===== config.mk =====
export PLATFORM = sky130hd
export DESIGN_NAME = sequencer_pattern_event_parser
export DESIGN_NICKNAME = d
export VERILOG_FILES = /design/src/rtl/core/spep_pkg.sv /design/src/rtl/core/spep_parser.sv /design/src/rtl/core/spep_out_fifo.sv /design/src/rtl/core/sequencer_pattern_event_parser.sv
export SDC_FILE = /design/constraint.sdc
export NUM_CORES = 1
export LEC_CHECK = 0
export BUFFER_PORTS_ARGS = -buffer_cell sky130_fd_sc_hd__buf_2
export CORE_MARGIN = 3
export CORE_UTILIZATION = 57
export DETAILED_ROUTE_END_ITERATION = 10
export HOLD_SLACK_MARGIN = 0.03
export PLACE_DENSITY = 0.87
export SYNTH_ARGS = -nofsm -noshare
export SYNTH_HDL_FRONTEND = slang
export SYNTH_SLANG_ARGS = --single-unit

===== constraint.sdc =====
create_clock -name clock -period 5.2 [get_ports clock]
set_input_delay 0.52 -clock clock [delete_from_list [all_inputs] [get_ports clock]]
set_output_delay 0.52 -clock clock [all_outputs]
set_load 0.1 [all_outputs]

===== src/rtl/core/spep_pkg.sv =====
// Shared types and constants for the sequencer pattern event parser.
`timescale 1ns / 1ps

package spep_pkg;

   localparam logic [1:0] KIND_REST = 2'd0;
   localparam logic [1:0] KIND_NOTE = 2'd1;
   localparam logic [1:0] KIND_PROG = 2'd2;
   localparam logic [1:0] KIND_END  = 2'd3;

   localparam logic [7:0] BYTE_END_LEAD = 8'hF0;
   localparam logic [7:0] BYTE_END_TAIL = 8'hFF;
   localparam logic [7:0] BYTE_LEN_FE   = 8'hFE;

   localparam int FIFO_DEPTH = 4;
   localparam int PTR_W      = $clog2(FIFO_DEPTH);
   localparam int CNT_W      = $clog2(FIFO_DEPTH + 1);

   typedef struct packed {
      logic [1:0]  event_kind;
      logic [6:0]  note_number;
      logic [11:0] event_delay;
      logic [12:0] note_length;
      logic [7:0]  velocity;
      logic [7:0]  program_res;
      logic        last_of_run;
   } result_type;

   typedef struct packed {
      logic [1:0] count;
      result_type first;
      result_type second;
   } push_type;

endpackage


===== src/rtl/core/spep_parser.sv =====
// Byte-wise event decoder: parse phase, held fields and up to two results per beat.
`timescale 1ns / 1ps

module spep_parser (
   input  logic                clock,
   input  logic                reset,
   input  logic                take,
   input  logic [7:0]          data_byte,
   input  logic                pattern_start,
   output spep_pkg::push_type  push
);

   typedef enum logic [2:0] {
      PH_START,
      PH_REST_DLY,
      PH_REST_PEEK,
      PH_NOTE_DLY,
      PH_NOTE_BYTE,
      PH_NOTE_PROG,
      PH_LEN_FIRST,
      PH_LEN_SECND
   } phase_type;

   phase_type   phase_ff, phase_in, cur_phase;
   logic [3:0]  velocity_ff, velocity_in;
   logic [11:0] delay_ff, delay_in;
   logic [6:0]  note_ff, note_in;
   logic [7:0]  len_high_ff, len_high_in;
   logic        endc_ff, endc_in, cur_endc;

   spep_pkg::result_type note_res;

   always_comb begin
      note_res             = '0;
      note_res.event_kind  = spep_pkg::KIND_NOTE;
      note_res.note_number = note_ff;
      note_res.event_delay = delay_ff;
      note_res.velocity    = {velocity_ff, 4'h0};
      note_res.last_of_run = 1'b1;
   end

   always_comb begin
      cur_phase   = pattern_start ? PH_START : phase_ff;
      cur_endc    = pattern_start ? 1'b0 : endc_ff;
      phase_in    = cur_phase;
      endc_in     = cur_endc;
      velocity_in = velocity_ff;
      delay_in    = delay_ff;
      note_in     = note_ff;
      len_high_in = len_high_ff;
      push        = '0;

      unique case (cur_phase)
         PH_START: begin
            if (data_byte == 8'h00) begin
               phase_in = PH_REST_DLY;
               endc_in  = 1'b0;
            end else begin
               velocity_in = data_byte[7:4];
               delay_in    = {data_byte[3:0], 8'h00};
               endc_in     = (data_byte == spep_pkg::BYTE_END_LEAD);
               phase_in    = PH_NOTE_DLY;
            end
         end
         PH_REST_DLY: begin
            delay_in = {4'h0, data_byte};
            phase_in = PH_REST_PEEK;
         end
         PH_REST_PEEK: begin
            if (data_byte[7]) begin
               push.count                    = 2'd2;
               push.first.event_kind         = spep_pkg::KIND_PROG;
               push.first.program_res        = {1'b0, data_byte[6:0]};
               push.second.event_kind        = spep_pkg::KIND_REST;
               push.second.event_delay       = delay_ff;
               push.second.last_of_run       = 1'b1;
               phase_in                      = PH_START;
            end else begin
               push.count                    = 2'd1;
               push.first.event_kind         = spep_pkg::KIND_REST;
               push.first.event_delay        = delay_ff;
               push.first.last_of_run        = 1'b1;
               if (data_byte == 8'h00) begin
                  phase_in = PH_REST_DLY;
                  endc_in  = 1'b0;
               end else begin
                  velocity_in = data_byte[7:4];
                  delay_in    = {data_byte[3:0], 8'h00};
                  endc_in     = (data_byte == spep_pkg::BYTE_END_LEAD);
                  phase_in    = PH_NOTE_DLY;
               end
            end
         end
         PH_NOTE_DLY: begin
            delay_in = {delay_ff[11:8], data_byte};
            if (data_byte != 8'h00) begin
               endc_in = 1'b0;
            end
            phase_in = PH_NOTE_BYTE;
         end
         PH_NOTE_BYTE: begin
            if (cur_endc && data_byte == spep_pkg::BYTE_END_TAIL) begin
               push.count             = 2'd1;
               push.first.event_kind  = spep_pkg::KIND_END;
               push.first.last_of_run = 1'b1;
               endc_in                = 1'b0;
               phase_in               = PH_START;
            end else begin
               endc_in  = 1'b0;
               note_in  = data_byte[6:0];
               phase_in = data_byte[7] ? PH_NOTE_PROG : PH_LEN_FIRST;
            end
         end
         PH_NOTE_PROG: begin
            push.count             = 2'd1;
            push.first.event_kind  = spep_pkg::KIND_PROG;
            push.first.program_res = data_byte;
            push.first.last_of_run = 1'b1;
            phase_in               = PH_LEN_FIRST;
         end
         PH_LEN_FIRST: begin
            if (data_byte[7]) begin
               len_high_in = data_byte;
               phase_in    = PH_LEN_SECND;
            end else begin
               push.count             = 2'd1;
               push.first             = note_res;
               push.first.note_length = {5'h00, data_byte};
               phase_in               = PH_START;
            end
         end
         PH_LEN_SECND: begin
            push.count = 2'd1;
            push.first = note_res;
            if (len_high_ff == spep_pkg::BYTE_LEN_FE) begin
               push.first.note_length = {6'h00, data_byte[6:0]};
            end else begin
               // high byte masked with 0x15: bits 4, 2, 0 land on 12, 10, 8
               push.first.note_length = {len_high_ff[4], 1'b0, len_high_ff[2], 1'b0,
                                         len_high_ff[0], data_byte};
            end
            phase_in = PH_START;
         end
         default: begin
            phase_in = PH_START;
         end
      endcase

      if (!take) begin
         push.count = 2'd0;
      end
   end

   always_ff @(posedge clock) begin
      if (reset) begin
         phase_ff    <= PH_START;
         endc_ff     <= 1'b0;
         velocity_ff <= '0;
         delay_ff    <= '0;
         note_ff     <= '0;
         len_high_ff <= '0;
      end else if (take) begin
         phase_ff    <= phase_in;
         endc_ff     <= endc_in;
         velocity_ff <= velocity_in;
         delay_ff    <= delay_in;
         note_ff     <= note_in;
         len_high_ff <= len_high_in;
      end
   end

endmodule


===== src/rtl/core/spep_out_fifo.sv =====
// Result queue: takes up to two results a cycle, hands out one beat a cycle while out_stall is low.
`timescale 1ns / 1ps

module spep_out_fifo (
   input  logic                  clock,
   input  logic                  reset,
   input  spep_pkg::push_type    push,
   output logic                  full_for_two,
   output logic                  out_valid,
   input  logic                  out_stall,
   output spep_pkg::result_type  out_data
);

   spep_pkg::result_type entry_ff [spep_pkg::FIFO_DEPTH];

   logic [spep_pkg::PTR_W-1:0] wr_ptr_ff, wr_ptr_in, wr_next, rd_ptr_ff, rd_ptr_in;
   logic [spep_pkg::CNT_W-1:0] count_ff, count_in;
   logic                       pop;

   assign out_valid    = (count_ff != '0);
   assign out_data     = entry_ff[rd_ptr_ff];
   assign pop          = out_valid && !out_stall;
   assign full_for_two = (count_ff > spep_pkg::CNT_W'(spep_pkg::FIFO_DEPTH - 2));
   assign wr_next      = wr_ptr_ff + spep_pkg::PTR_W'(1);

   always_comb begin
      wr_ptr_in = wr_ptr_ff + spep_pkg::PTR_W'(push.count);
      rd_ptr_in = rd_ptr_ff + spep_pkg::PTR_W'(pop);
      count_in  = count_ff + spep_pkg::CNT_W'(push.count) - spep_pkg::CNT_W'(pop);
   end

   always_ff @(posedge clock) begin
      if (reset) begin
         wr_ptr_ff <= '0;
         rd_ptr_ff <= '0;
         count_ff  <= '0;
      end else begin
         wr_ptr_ff <= wr_ptr_in;
         rd_ptr_ff <= rd_ptr_in;
         count_ff  <= count_in;
      end
   end

   always_ff @(posedge clock) begin
      if (push.count != 2'd0) begin
         entry_ff[wr_ptr_ff] <= push.first;
      end
      if (push.count == 2'd2) begin
         entry_ff[wr_next] <= push.second;
      end
   end

endmodule


===== src/rtl/core/sequencer_pattern_event_parser.sv =====
// Top level of the sequencer pattern event parser.
//
// Usage:
//  - req_ channel carries one pattern byte a beat (req_data_byte) with
//    req_pattern_start, which puts the parser back at event start first.
//  - rsp_ channel carries one decoded event a beat; rsp_last_of_run marks
//    the final event caused by one input byte (a rest peek may give two).
//  - A beat moves when valid is high and stall is low.
//  - Latency: an event caused by a byte is offered on rsp_ at the earliest
//    the cycle after that byte is taken; a second event from it follows.
//  - Throughput: one byte a cycle, set by the four-entry result queue;
//    req_stall rises while fewer than two entries are free.
//  - Bytes that only advance the parse phase give no event.
//  - Stalling rsp_ holds the head event; the queue absorbs what follows
//    until it fills, then req_stall is raised.
//  - Reset (synchronous) empties the queue and clears phase and held fields.
`timescale 1ns / 1ps

module sequencer_pattern_event_parser (
   input  logic        clock,
   input  logic        reset,
   input  logic        req_valid,
   output logic        req_stall,
   input  logic [7:0]  req_data_byte,
   input  logic        req_pattern_start,
   output logic        rsp_valid,
   input  logic        rsp_stall,
   output logic [1:0]  rsp_event_kind,
   output logic [6:0]  rsp_note_number,
   output logic [11:0] rsp_event_delay,
   output logic [12:0] rsp_note_length,
   output logic [7:0]  rsp_velocity,
   output logic [7:0]  rsp_program_res,
   output logic        rsp_last_of_run
);

   spep_pkg::push_type   push;
   spep_pkg::result_type head;
   logic                 take;
   logic                 full_for_two;

   assign req_stall = full_for_two;
   assign take      = req_valid && !full_for_two;

   spep_parser u_parser (
      .clock         (clock),
      .reset         (reset),
      .take          (take),
      .data_byte     (req_data_byte),
      .pattern_start (req_pattern_start),
      .push          (push)
   );

   spep_out_fifo u_out_fifo (
      .clock        (clock),
      .reset        (reset),
      .push         (push),
      .full_for_two (full_for_two),
      .out_valid    (rsp_valid),
      .out_stall    (rsp_stall),
      .out_data     (head)
   );

   assign rsp_event_kind  = head.event_kind;
   assign rsp_note_number = head.note_number;
   assign rsp_event_delay = head.event_delay;
   assign rsp_note_length = head.note_length;
   assign rsp_velocity    = head.velocity;
   assign rsp_program_res = head.program_res;
   assign rsp_last_of_run = head.last_of_run;

endmodule


======== Word-level counts from Yosys, hierarchy flattened ========
Memory sizes are Yosys's and may differ from the RTL's. A register that Yosys moved wholly into a read port is not among the register bits.
Index checks and enable logic that the tools add are counted.
storage, ports and cells
  logic and storage cells ................. 95
  output and inout bits ................... 53
  input bits .............................. 13
  memories ................................ 1
  register bits after elaboration ......... 42
  RAM bits ................................ 204
memories
  name                 words  width  read ports  clocked after Yosys merged registers in  write ports  RTL line             source
  u_out_fifo.entry_ff  4      51     1           1                                        2            spep_out_fifo.sv:14  spep_pkg::result_type entry_ff [spep_pkg::FIFO_DEPTH];
cells by class
  mux-type cells .......................... 43
  order comparisons ....................... 1
  bitwise gates (word level) .............. 2
  reductions and logical operators ........ 19
  eq/ne operators ......................... 14
  add/sub/neg operators ................... 5
operator list
  cell                  count
  $mux W12              5
  $mux W52              1
  $pmux W12 S4          1
  $pmux W21 S2          1
  $pmux W12 S3          1
  $eq A8 B8 Y1 const B  3
  $pmux W3 S8           1
  $pmux W8 S3           1
  $pmux W4 S5           1
  $mux W4               4
  $pmux W7 S2           1
  $mux W13              1
  $eq A3 B3 Y1 const B  4
  $mux W1               12
  $mux W3               4
  $mux W2               5
  $reduce_and A3 Y1     3
  $logic_not A8 Y1      1
  $pmux W1 S4           2
  $pmux W4 S2           1
  $reduce_bool A8 Y1    1
  $mux W7               1
  $eq A3 B2 Y1 const B  2
  $ne A2 B2 Y1 const B  3
  other kinds (18)      24

======== Logic depth before layout (Yosys ltp) ========
Gate-level depths: netlist of the first run.
  depth after elaboration ................. 8
  gate-level depth with buffers ........... 12

======== Hierarchy ========
A second synthesis of the first run with hierarchy kept.
second synthesis, totals
  cell total of the unflattened synthesis .. 853
  area, all modules ....................... 12782.3 µm²
modules (own cells, without submodules)
  module                          cells each  area an instance (µm²)  times used
  spep_out_fifo                   542         10316.1                 1
  spep_parser                     310         2452.4                  1
  sequencer_pattern_event_parser  1           13.8                    1

======== Least setup slack after synthesis of the first run ========
Ideal clock, no wire load.
  path kind ............................... in2reg
  start ................................... input port req_pattern_start
  end ..................................... register u_out_fifo.count_ff[2] (netlist bit)
  setup slack ............................. 2032 ps
  stages on the path ...................... 10
  required time ........................... 5072 ps
  arrival time ............................ 3041 ps
  path through ............................ or4b_4 > nor4_4 > o21ai_1 > ha_1 > inv_1 > ha_1 > fa_1 > xor2_1 > xnor2_1 > nor2_1
between the ends
  cells in the longest elaborated chain, start to end .. 7
RTL lines
  what                  RTL line                              source
  start, declared       sequencer_pattern_event_parser.sv:25  input logic req_pattern_start,
  $mux W1               spep_parser.sv:44                     cur_endc = pattern_start ? 1'b0 : endc_ff;
  $logic_and A1 B1 Y1   spep_parser.sv:102                    if (cur_endc && data_byte == spep_pkg::BYTE_END_TAIL) begin
  $mux W3               spep_parser.sv:102
  $pmux W4 S5 *         spep_parser.sv:53                     unique case (cur_phase)
  $mux W2 *             spep_parser.sv:149                    if (!take) begin
  $add A3 B2 Y3 *       spep_out_fifo.sv:29                   count_in = count_ff + spep_pkg::CNT_W'(push.count) - spep_pkg::CNT_W'(pop);
  $sub A3 B1 Y3 *       spep_out_fifo.sv:29
  end signal, assigned  spep_out_fifo.sv:40                   count_ff <= count_in;
  end, declared         spep_out_fifo.sv:17                   logic [spep_pkg::CNT_W-1:0] count_ff, count_in;
Mark *: on every way between the ends. The rest lies on a longest branch, timed or not.
A chain may end at the register's enable or synchronous reset.

======== Worst setup path after layout of the first run ========
  start ................................... register u_parser.phase_ff[2]
  end ..................................... register u_out_fifo.count_ff[2] (netlist bit)
between the ends
  cells in the longest elaborated chain, start to end .. 6
RTL lines
  what                                          RTL line             source
  start, declared                               spep_parser.sv:24    phase_type phase_ff, phase_in, cur_phase;
  start signal, assigned                        spep_parser.sv:163   phase_ff <= phase_in;
  $mux W3 *                                     spep_parser.sv:43    cur_phase = pattern_start ? PH_START : phase_ff;
  $eq A3 B3 Y1 or $eq A3 B2 Y1 (tied branches)  spep_parser.sv:53
  $pmux W4 S5 *                                 spep_parser.sv:53
  $mux W2 *                                     spep_parser.sv:149
  $add A3 B2 Y3 *                               spep_out_fifo.sv:29
  $sub A3 B1 Y3 *                               spep_out_fifo.sv:29
Marked as above.

==> metrics.yaml, run 1 <==
timing:
  clock.fmax_mhz: 263
  whs_ns: 0.357
  slew_violations: 0
  finalCritPeriodShare_pct: 73.1
  setup_viol: 0
  timing.setup.tns_ns: 0
  fin_crit_ns: 3.80
  finalClockSkew_ns: 0.0164
  hold_viol: 0
  worst_pin_slew_ns: 1.09
  rsz0062_at_grt: "false"
  relSlewSlack_pct: 27.4
setup_path:
  max_stage_delay_ns: 0.82
  critPathRequiredTime_ns: 5.57
  r2r_cells: 10
  crit_buf_inv: 1
  path_cells: "or4b_4 > nor4_4 > o21ai_1 > ha_1 > inv_1 > ha_1 > fa_1 > xor2_1 > xnor2_1 > nor2_1"
  cp_top_family: "simple AND/OR/NAND/NOR gates"
  r2r-start: "u_parser.phase_ff[2]"
  reg2reg_slack_ns: 1.40
  cp_max_fo: 26
  end_kind: "flop"
  startpoint_type: "flop"
  cp.arrival_ns: 4.17
  r2r-end: "u_out_fifo.count_ff[2]"
  critPathKind: "reg -> reg"
  crit_path_top_delay_cell: "dfxtp_1"
  cp_common_cell: "ha_1"
synthesis:
  ys_seq_elements: 222
  ys_top_cells_by_count: "170 x dfxtp_1, 146 x mux2i_1, 127 x o21ai_0"
  async_reset_ff_share_pct: 0
  synth_edf_count: 52
  netlist_instances: 926
  synth_cell_type_count: 58
  syn_area_per_cell_um2: 11.3
  yosys.area.top_type: "dfxtp_1"
  synth-main-ff-cell: "dfxtp_1"
  yosysMostFrequentCell: "dfxtp_1"
  yosysWarnings: 0
  synth-seq-area-share_pct: 47.6
  yosys.area.top_type_share_pct: 32.6
  synthesis.area_um2: 10400
  synth_area_leaders: "dfxtp_1 33%, edfxtp_1 15%, mux2i_1 14%, mux4_2 9.7%, o21ai_0 6.1%"
cts:
  cts-hold-fix-buffers: 0
  cts_buffers: 23
  root_buffer: "clkbuf_16"
  clk_pin_slew_ns: 0.06
  cts_max_level: 1
  clock_sinks: 222
  clock_latency_ns: 0.53
  cts_tree: "yes"
  cts_post_setup_buffers_inserted: 0
  ctsResizeCount: 0
  cts_buffer_depth: 3
pwr:
  clkPwrFrac_pct: 34.3
  p_total_mw: 4.89
  comb_power_share_pct: 24.9
  swShare_pct: 35.1
  powerDensity_nw_per_um2: 425
  p_switching_mw: 1.72
  vdd_drop_max_uv: 540
  pwr-share-seq_pct: 40.8
  p_int_mw: 3.17
  cellLeakagePower_nw: 4.93
drt:
  drt_first_pass_iters: 5
  drtIter0Drc: 800
  drcViolationCount: 0
  detail-route-antenna-nets: 0
  viasPerCell: 6.49
  wl_per_cell_um: 22.2
  vias: 7715
  wl_mm: 26.3
finish:
  design_area_um2: 11500
  n_antenna_cell: 0
  drive_above_1_share_pct: 18.3
  seq_area_um2: 4970
  nFillCells: 1266
  fin_nets: 968
  final_util_pct: 65.4
  syn2layout_area_growth_pct: 10.3
  multi_input_area_um2: 4990
global_routing:
  grt_usage_pct: 26.4
  antenna_found_initial: 0
  grt_max_degree: 59
  grt_overflow: 0
  grt_pass1_vias: 7869
  grt_pass1_wl_mm: 42.3
worst_hold_path:
  hold_path_depth: 3
  min_from: "req_data_byte[6]"
  hold_path_class: "in -> reg"
  hold_end: "u_out_fifo.entry_ff[2][7]"
die:
  core-area_um2: 17600
  die_w_um: 141
  start_util_pct: 59.3
  die_y_um: 141
  rows: 48
  dieArea_um2: 20000
  io-pin-count: 66
flow_run:
  max-cap-violations: 0
run_status:
  outcome: "complete, no violations"
place:
  placed_area_um2: 10800
  gp_congestion: 0.932
  dp_hpwl_mm: 15.6
  port_buffers: 59
-- layout by cell type, fill, tap and decap left out, drive strengths merged, types with 2 or more instances in the layout --
cell type and n:
mux2i 146, a211oi 5, dfxtp 170, conb 6
clkbuf 32, or3 8, clkinv 2, a21oi 17
buf 77, a2111oi 2, o22ai 4, a211o 2
nor2 25, mux4 45, a221oi 5, nand3b 2
mux2 4, xnor2 5, nand2b 33, nor4b 2
o31a 2, o21ai 128, o211ai 20, nand3 5
inv 23, ha 5, nand2 38, nand4 6
nor2b 14, edfxtp 52, bufinv 3, and2 50
or4 6
-- cell type report --
| class | count | share of cell area (%) |
|---|---|---|
| inverters | 22 | 0.717 |
| multi-input cells | 603 | 43.4 |
| flip-flops and latches | 222 | 43.2 |
| repair buffers | 77 | 3.74 |
| well taps | 225 | 2.44 |
| clock buffers | 32 | 5.47 |
| clock inverters | 7 | 1.11 |
-- cells by family after synthesis --
kind of cell	Yosys count	synth area share, %
other	1	0.0359
DFF	222	47.6
buffers and inverters	106	4.93
AOI/OAI and AO/OA	190	11.0
muxes	195	24.1
adders and majority gates	6	0.791
xor gates and xnor gates	6	0.504
and+or+nand+nor	200	11.1
-- worst min-delay path: stages --
cell and delay, ns:
buf_2 0.18, nand2_1 0.08, mux2i_1 0.06
-- worst max path at each step --
| stage | from | to | slack [ns] | depth (start not counted) |
|---|---|---|---|---|
| after floorplan | req_pattern_start | u_out_fifo.count_ff[2] | 2.03 | 10 |
| after CTS | u_parser.phase_ff[2] | u_out_fifo.count_ff[2] | 1.44 | 10 |
| after global routing | u_parser.phase_ff[2] | u_out_fifo.count_ff[2] | 1.16 | 10 |
| after global placement | u_parser.phase_ff[2] | u_out_fifo.count_ff[2] | 1.54 | 10 |
| after detailed placement | u_parser.phase_ff[2] | u_out_fifo.count_ff[2] | 1.46 | 10 |
| final | u_parser.phase_ff[2] | u_out_fifo.count_ff[2] | 1.40 | 10 |
-- power groups by stage --
| stage | Combinational (mW) | Clock, mW | Sequential (mW) |
|---|---|---|---|
| after floorplan | 1.10 | 0 | 1.90 |
| after global placement | 1.20 | 0 | 2.03 |
| after detailed placement | 1.21 | 0 | 2.03 |
| after CTS | 1.22 | 1.68 | 2.00 |
| after global routing | 1.27 | 1.76 | 2.02 |
| final | 1.22 | 1.68 | 2.00 |
-- state kept, by name (all words and copies together), names as in the netlist --
| register | cells |
|---|---|
| u_parser.delay_ff | 12 |
| u_out_fifo.wr_ptr_ff | 2 |
| u_out_fifo.count_ff | 3 |
| u_out_fifo.rd_ptr_ff | 2 |
| u_parser.len_high_ff | 8 |
| u_parser.phase_ff | 3 |
| u_out_fifo.entry_ff | 180 |
| u_parser.endc_ff | 1 |
| u_parser.velocity_ff | 4 |
| u_parser.note_ff | 7 |
-- layer usage --
layer | part of all wire (%) | vias to the layer above | track usage, %
met5 | 0 | - | 0
met4 | 3.1 | 0 | 9.43
met3 | 8.5 | 85 | 5.26
met2 | 48 | 395 | 43.4
met1 | 41 | 3827 | 35.0
li1 | - | 3408 | -
-- per-stage QoR --
stage	instances	worst slack, ns
final	1188	1.40
after floorplan	931	2.03
after CTS	1188	1.44
after global placement	1149	1.54
after detailed placement	1149	1.46
after global routing	1188	1.16
Note: power is estimated with default switching activity, not from simulation.
==> inputs of run 2 (changes only) <==
clock period = 3.8 ns   (was 5.2 ns; I/O delays follow)
==> run 2 against run 1 <==
  * Worst setup slack worse by 0.82 ns
  * Combinational power is 40% higher
  * Core utilization is 0.34 points higher
  * Wire length is 1.4% lower
  * Clock skew is 0.0072 ns higher
  * Global-route usage is 0.33 points lower
  * Maximum frequency is 18% higher
==> metrics.yaml, run 2 (synthesis gave the netlist of run 1 again) <==
pwr:
  vdd_drop_max_uv: 560  # was 540 uV
  cellLeakagePower_nw: 4.95  # was 4.93 nW
  p_int_mw: 4.27  # was 3.17 mW
  clkPwrFrac_pct: 33.4  # was 34.3%
  p_switching_mw: 2.30  # was 1.72 mW
  powerDensity_nw_per_um2: 568  # was 425 nW/um2
  swShare_pct: 35.1  # about the same
  comb_power_share_pct: 26.0  # was 24.9%
  pwr-share-seq_pct: 40.6  # was 40.8%
cts:
  clk_pin_slew_ns: 0.06  # about the same
  cts_post_setup_buffers_inserted: 0  # unchanged
  root_buffer: "clkbuf_16"  # unchanged
  clock_latency_ns: 0.52  # was 0.53 ns
  cts_buffers: 23  # unchanged
  ctsResizeCount: 0  # unchanged
  cts_max_level: 1  # unchanged
  cts_tree: "yes"  # unchanged
  clock_sinks: 222  # unchanged
  cts-hold-fix-buffers: 0  # unchanged
  cts_buffer_depth: 3  # unchanged
place:
  gp_congestion: 0.938  # was 0.932
  port_buffers: 59  # unchanged
  dp_hpwl_mm: 16.0  # was 15.6 mm
  placed_cells: 1158  # was 1149
  placed_area_um2: 10800  # about the same
setup_path:
  r2r-start: "u_parser.phase_ff[0]"  # was u_parser.phase_ff[2]
  critPathKind: "reg -> reg"  # unchanged
  cp_common_cell: "ha_1"  # unchanged
  cp.arrival_ns: 3.57  # was 4.17 ns
  cp_max_fo: 18  # was 26
  path_cells: "or4b_4 > nor4_4 > buf_4 > o21ai_1 > ha_1 > inv_1 > ha_1 > fa_1 > xor2_1 > xnor2_1 > nor2_1"  # was or4b_4 > nor4_4 > o21ai_1 > ha_1 > inv_1 > ha_1 > fa_1 > xor2_1 > xnor2_1 > nor2_1
  reg2reg_slack_ns: 0.58  # was 1.40 ns
  crit_path_top_delay_cell: "or4b_4"  # was dfxtp_1
  end_kind: "flop"  # unchanged
  startpoint_type: "flop"  # unchanged
  critPathRequiredTime_ns: 4.15  # was 5.57 ns
  r2r-end: "u_out_fifo.count_ff[2]"  # unchanged
  r2r_cells: 11  # was 10
  max_stage_delay_ns: 0.63  # was 0.82 ns
timing:
  relSlewSlack_pct: 35.0  # was 27.4%
  finalClockSkew_ns: 0.0236  # was 0.0164 ns
  hold_viol: 0  # unchanged
  setup_viol: 0  # unchanged
  worst_pin_slew_ns: 0.973  # was 1.09 ns
  fin_crit_ns: 3.22  # was 3.80 ns
  timing.setup.tns_ns: 0  # unchanged
  finalCritPeriodShare_pct: 84.7  # was 73.1%
  rsz0062_at_grt: "false"  # unchanged
  clock.fmax_mhz: 311  # was 263 MHz
  slew_violations: 0  # unchanged
  whs_ns: 0.217  # was 0.357 ns
drt:
  viasPerCell: 6.41  # was 6.49
  detail-route-antenna-nets: 0  # unchanged
  wl_per_cell_um: 21.6  # was 22.2 um
  drtIter0Drc: 787  # was 800
  drt_first_pass_iters: 6  # was 5
  drcViolationCount: 0  # unchanged
  wl_mm: 26.0  # was 26.3 mm
  vias: 7691  # was 7715
worst_hold_path:
  min_from: "req_data_byte[1]"  # was req_data_byte[6]
  hold_path_depth: 3  # unchanged
  hold_end: "u_out_fifo.entry_ff[1][2]"  # was u_out_fifo.entry_ff[2][7]
  hold_path_class: "in -> reg"  # unchanged
die:
  io-pin-count: 66  # unchanged
  die_y_um: 141  # unchanged
  start_util_pct: 59.3  # unchanged
  core-area_um2: 17600  # unchanged
  rows: 48  # unchanged
  die_w_um: 141  # unchanged
  dieArea_um2: 20000  # unchanged
flow_run:
  max-cap-violations: 0  # unchanged
finish:
  top_register: "u_out_fifo.entry_ff"  # unchanged
  final_util_pct: 65.8  # was 65.4%
  top_regs: "u_out_fifo.entry_ff x180, u_parser.delay_ff x12, u_parser.len_high_ff x8"  # unchanged
  drive_above_1_share_pct: 19.4  # was 18.3%
  design_area_um2: 11600  # was 11500 um2
  layout.cells.most_common_list: "168 x dfxtp_1, 146 x mux2i_1, 123 x o21ai_0, 59 x buf_2, 52 x edfxtp_1"  # unchanged
  nFillCells: 1265  # was 1266
  syn2layout_area_growth_pct: 10.9  # was 10.3%
  largest_reg_flops: 180  # unchanged
  fin_cells: 1200  # was 1188
  fin_nets: 977  # was 968
  n_antenna_cell: 0  # unchanged
  final_common_cell: "dfxtp_1"  # unchanged
global_routing:
  antenna_found_initial: 0  # unchanged
  grt_overflow: 0  # unchanged
  grt_pass1_vias: 7803  # was 7869
  grt_max_degree: 74  # was 59
  grt_usage_pct: 26.1  # was 26.4%
  grt_pass1_wl_mm: 41.7  # was 42.3 mm
run_status:
  outcome: "complete, no violations"  # unchanged
[run 2: cell count changes in the layout (fill, tap and decap cells not counted), moves of 2 or more]
cell,before,now
clkbuf_1,7,5
clkinv_2,2,4
buf_4,18,26
inv_6,0,2
clkbuf_8,2,4
bufinv_16,3,1
[run 2: worst max-delay path by stage]
| stage | from | endpoint | slack [ns] |
|---|---|---|---|
| 2_1_floorplan | u_out_fifo.count_ff[0] | u_out_fifo.count_ff[2] | 0.63 |
| 3_3_place_gp | req_pattern_start | u_out_fifo.count_ff[2] | 0.67 |
| 3_5_place_dp | req_pattern_start | u_out_fifo.count_ff[2] | 0.59 |
| 4_1_cts | u_parser.phase_ff[0] | u_out_fifo.count_ff[2] | 0.60 |
| 5_1_grt | u_parser.phase_ff[0] | u_out_fifo.count_ff[2] | 0.41 |
| 6_report | u_parser.phase_ff[0] | u_out_fifo.count_ff[2] | 0.58 |
[run 2: metrics by stage]
stage	setup WS [ns]	total power [mW]
after floorplan	0.634	4.10
after global placement	0.674	4.39
after detailed placement	0.590	4.41
after CTS	0.597	6.59
after global routing	0.409	6.79
final	0.581	6.57
[run 2: per-layer routing]
layer	vias up	share of wire [%]	GRT usage, %
met5	-	0	0
met4	0	2.6	8.21
met3	53	8.2	4.79
met2	381	48	43.1
met1	3829	41	35.0
li1	3428	-	-
[run 2: critical path: cells and delay by family (launching register included)]
family	cells	cell delay [ns]
simple gates	3	0.89
fa+ha+maj	3	0.92
buf+inv	2	0.26
flops	1	0.47
compound gates	1	0.21
xor+xnor	2	0.31
[run 2: final cells by class]
type / instances / area [um2] / share of cell area, %
repair buffers: 86 / 510 / 4.41
multi-input cells: 603 / 4990 / 43.1
clock buffers: 32 / 649 / 5.61
clock inverters: 10 / 87.6 / 0.757
inverters: 22 / 82.6 / 0.713
well taps: 225 / 282 / 2.43
flip-flops and latches: 222 / 4970 / 42.9
[run 2: power by group through the flow]
stage / registers (mW) / clock network (mW) / logic [mW]
after floorplan: 2.59 / 0 / 1.51
after global placement: 2.71 / 0 / 1.68
after detailed placement: 2.72 / 0 / 1.69
after CTS: 2.67 / 2.21 / 1.70
after global routing: 2.69 / 2.32 / 1.78
final: 2.67 / 2.19 / 1.71
==> inputs of run 3 (changes only) <==
CORE_UTILIZATION = 55   (was 57)
clock period = 2.8 ns   (was 3.8 ns; I/O delays follow)
==> run 3 against run 2 <==
  * Die area is 3.5% higher
  * Critical path depth is 1 lower
  * Total power is 38% higher
  * Via count is 0.48% lower
  * Highest routed layer unchanged
  * Clock skew is 0.0028 ns lower
  * Sequential cell count stayed put
==> metrics.yaml, run 3 (synthesis gave the netlist of run 1 again) <==
pwr:
  powerDensity_nw_per_um2: 768  # was 568 nW/um2
  vdd_drop_max_uv: 1010  # was 560 uV
  cellLeakagePower_nw: 5.03  # was 4.95 nW
  p_total_mw: 9.03  # was 6.57 mW
timing:
  slew_violations: 0  # unchanged
  worst_pin_slew_ns: 0.910  # was 0.973 ns
  clock.fmax_mhz: 383  # was 311 MHz
  hold_viol: 0  # unchanged
  setup_viol: 0  # unchanged
  rsz0062_at_grt: "false"  # unchanged
  finalCritPeriodShare_pct: 93.3  # was 84.7%
  relSlewSlack_pct: 39.3  # was 35.0%
  whs_ns: 0.103  # was 0.217 ns
  finalClockSkew_ns: 0.0208  # was 0.0236 ns
  fin_crit_ns: 2.61  # was 3.22 ns
finish:
  largest_reg_flops: 180  # unchanged
  seq_area_um2: 4970  # about the same
  final_common_cell: "dfxtp_1"  # unchanged
  n_antenna_cell: 0  # unchanged
  fin_cells: 1217  # was 1200
  fin_nets: 990  # was 977
  top_regs: "u_out_fifo.entry_ff x180, u_parser.delay_ff x12, u_parser.len_high_ff x8"  # unchanged
  multi_input_area_um2: 5030  # was 4990 um2
  nFillCells: 1347  # was 1265
  syn2layout_area_growth_pct: 12.7  # was 10.9%
  drive_above_1_share_pct: 21.0  # was 19.4%
  top_register: "u_out_fifo.entry_ff"  # unchanged
  layout.cells.most_common_list: "167 x dfxtp_1, 146 x mux2i_1, 123 x o21ai_0, 59 x buf_2, 52 x edfxtp_1"  # was 168 x dfxtp_1, 146 x mux2i_1, 123 x o21ai_0, 59 x buf_2, 52 x edfxtp_1
place:
  dp_hpwl_mm: 16.2  # was 16.0 mm
  port_buffers: 59  # unchanged
  gp_congestion: 0.974  # was 0.938
  placed_cells: 1174  # was 1158
worst_hold_path:
  hold_path_class: "in -> reg"  # unchanged
cts:
  cts_buffer_depth: 3  # unchanged
  clock_sinks: 222  # unchanged
  clk_pin_slew_ns: 0.06  # about the same
  cts_buffers: 24  # was 23
  cts_max_level: 1  # unchanged
  cts_tree: "yes"  # unchanged
  ctsResizeCount: 0  # unchanged
  root_buffer: "clkbuf_16"  # unchanged
  clock_latency_ns: 0.53  # was 0.52 ns
  cts-hold-fix-buffers: 0  # unchanged
  cts_post_setup_buffers_inserted: 0  # unchanged
drt:
  vias: 7654  # was 7691
  dr_wl_met2_mm: 12.3  # was 12.6 mm
  drtIter0Drc: 698  # was 787
  detail-route-antenna-nets: 0  # unchanged
  viasPerCell: 6.29  # was 6.41
  wl_met1_mm: 10.6  # about the same
  wl_per_cell_um: 21.2  # was 21.6 um
  drcViolationCount: 0  # unchanged
  highest_layer: "met4"  # unchanged
  wl_mm: 25.8  # was 26.0 mm
  met3_length_mm: 2.14  # about the same
  drt_first_pass_iters: 5  # was 6
global_routing:
  grt_usage_pct: 25.5  # was 26.1%
  antenna_found_initial: 0  # unchanged
  grt_pass1_wl_mm: 41.9  # was 41.7 mm
  grt_overflow: 0  # unchanged
  grt_max_degree: 104  # was 74
  grt_pass1_vias: 7827  # was 7803
setup_path:
  startpoint_type: "flop"  # unchanged
  end_kind: "flop"  # unchanged
  critPathKind: "reg -> reg"  # unchanged
  cp_max_fo: 6  # was 18
  cp.arrival_ns: 2.97  # was 3.57 ns
  critPathRequiredTime_ns: 3.16  # was 4.15 ns
die:
  rows: 49  # was 48
  die_y_um: 144  # was 141 um
  io-pin-count: 66  # unchanged
  dieArea_um2: 20700  # was 20000 um2
  core-area_um2: 18300  # was 17600 um2
  die_w_um: 144  # was 141 um
  start_util_pct: 57.1  # was 59.3%
flow_run:
  max-cap-violations: 0  # unchanged
run_status:
  outcome: "complete, no violations"  # unchanged
## run 3: critical path: stages (launching register included)
cell	delay, ns
dfxtp_1	0.41
or3b_2	0.46
a21oi_1	0.27
o21ai_4	0.10
ha_1	0.28
inv_1	0.04
ha_2	0.18
fa_2	0.35
xor2_1	0.17
xnor2_1	0.15
nor2_1	0.06
## run 3: power breakdown
part / leakage, nW / internal, mW / switching, mW
clock network: 0.364 / 1.73 / 1.26
registers: 1.86 / 3.41 / 0.167
logic: 2.81 / 0.726 / 1.74
## run 3: path summary, 6_finish.rpt
kind | start | endpoint | slack (ns) | cells past startpoint
hold / removal | req_data_byte[6] | u_out_fifo.entry_ff[2][7] | 0.10 | 3
hold reg to reg | u_out_fifo.entry_ff[1][50] | u_out_fifo.entry_ff[1][50] | 0.44 | 2
setup / recovery | u_parser.phase_ff[1] | u_out_fifo.count_ff[2] | 0.19 | 10
setup reg to reg | u_parser.phase_ff[1] | u_out_fifo.count_ff[2] | 0.19 | 10
## run 3: per-layer routing
metal,GRT usage (%),up-vias
li1,-,3458
met1,34.5,3772
met2,41.8,356
met3,4.46,68
met4,9.07,0
met5,0,-
## run 3: stage by stage
step                util [%]  area, um2  setup slack (ns)  TNS [ns]
finish                  64.4      11800             0.187         0
global route            64.4      11800            0.0410         0
CTS                     64.4      11800             0.175         0
detailed placement      60.3      11000             0.176         0
global placement        60.3      11000             0.211         0
floorplan                  -      10500            -0.118     -5.96
## run 3: cell type report
class	instances	share of cell area, %
Clock buffer	37	5.98
Clock inverter	6	0.426
Inverter	22	0.734
Multi-Input combinational cell	603	42.7
Sequential cell	222	42.3
Tap cell	229	2.44
Timing Repair Buffer	98	5.43
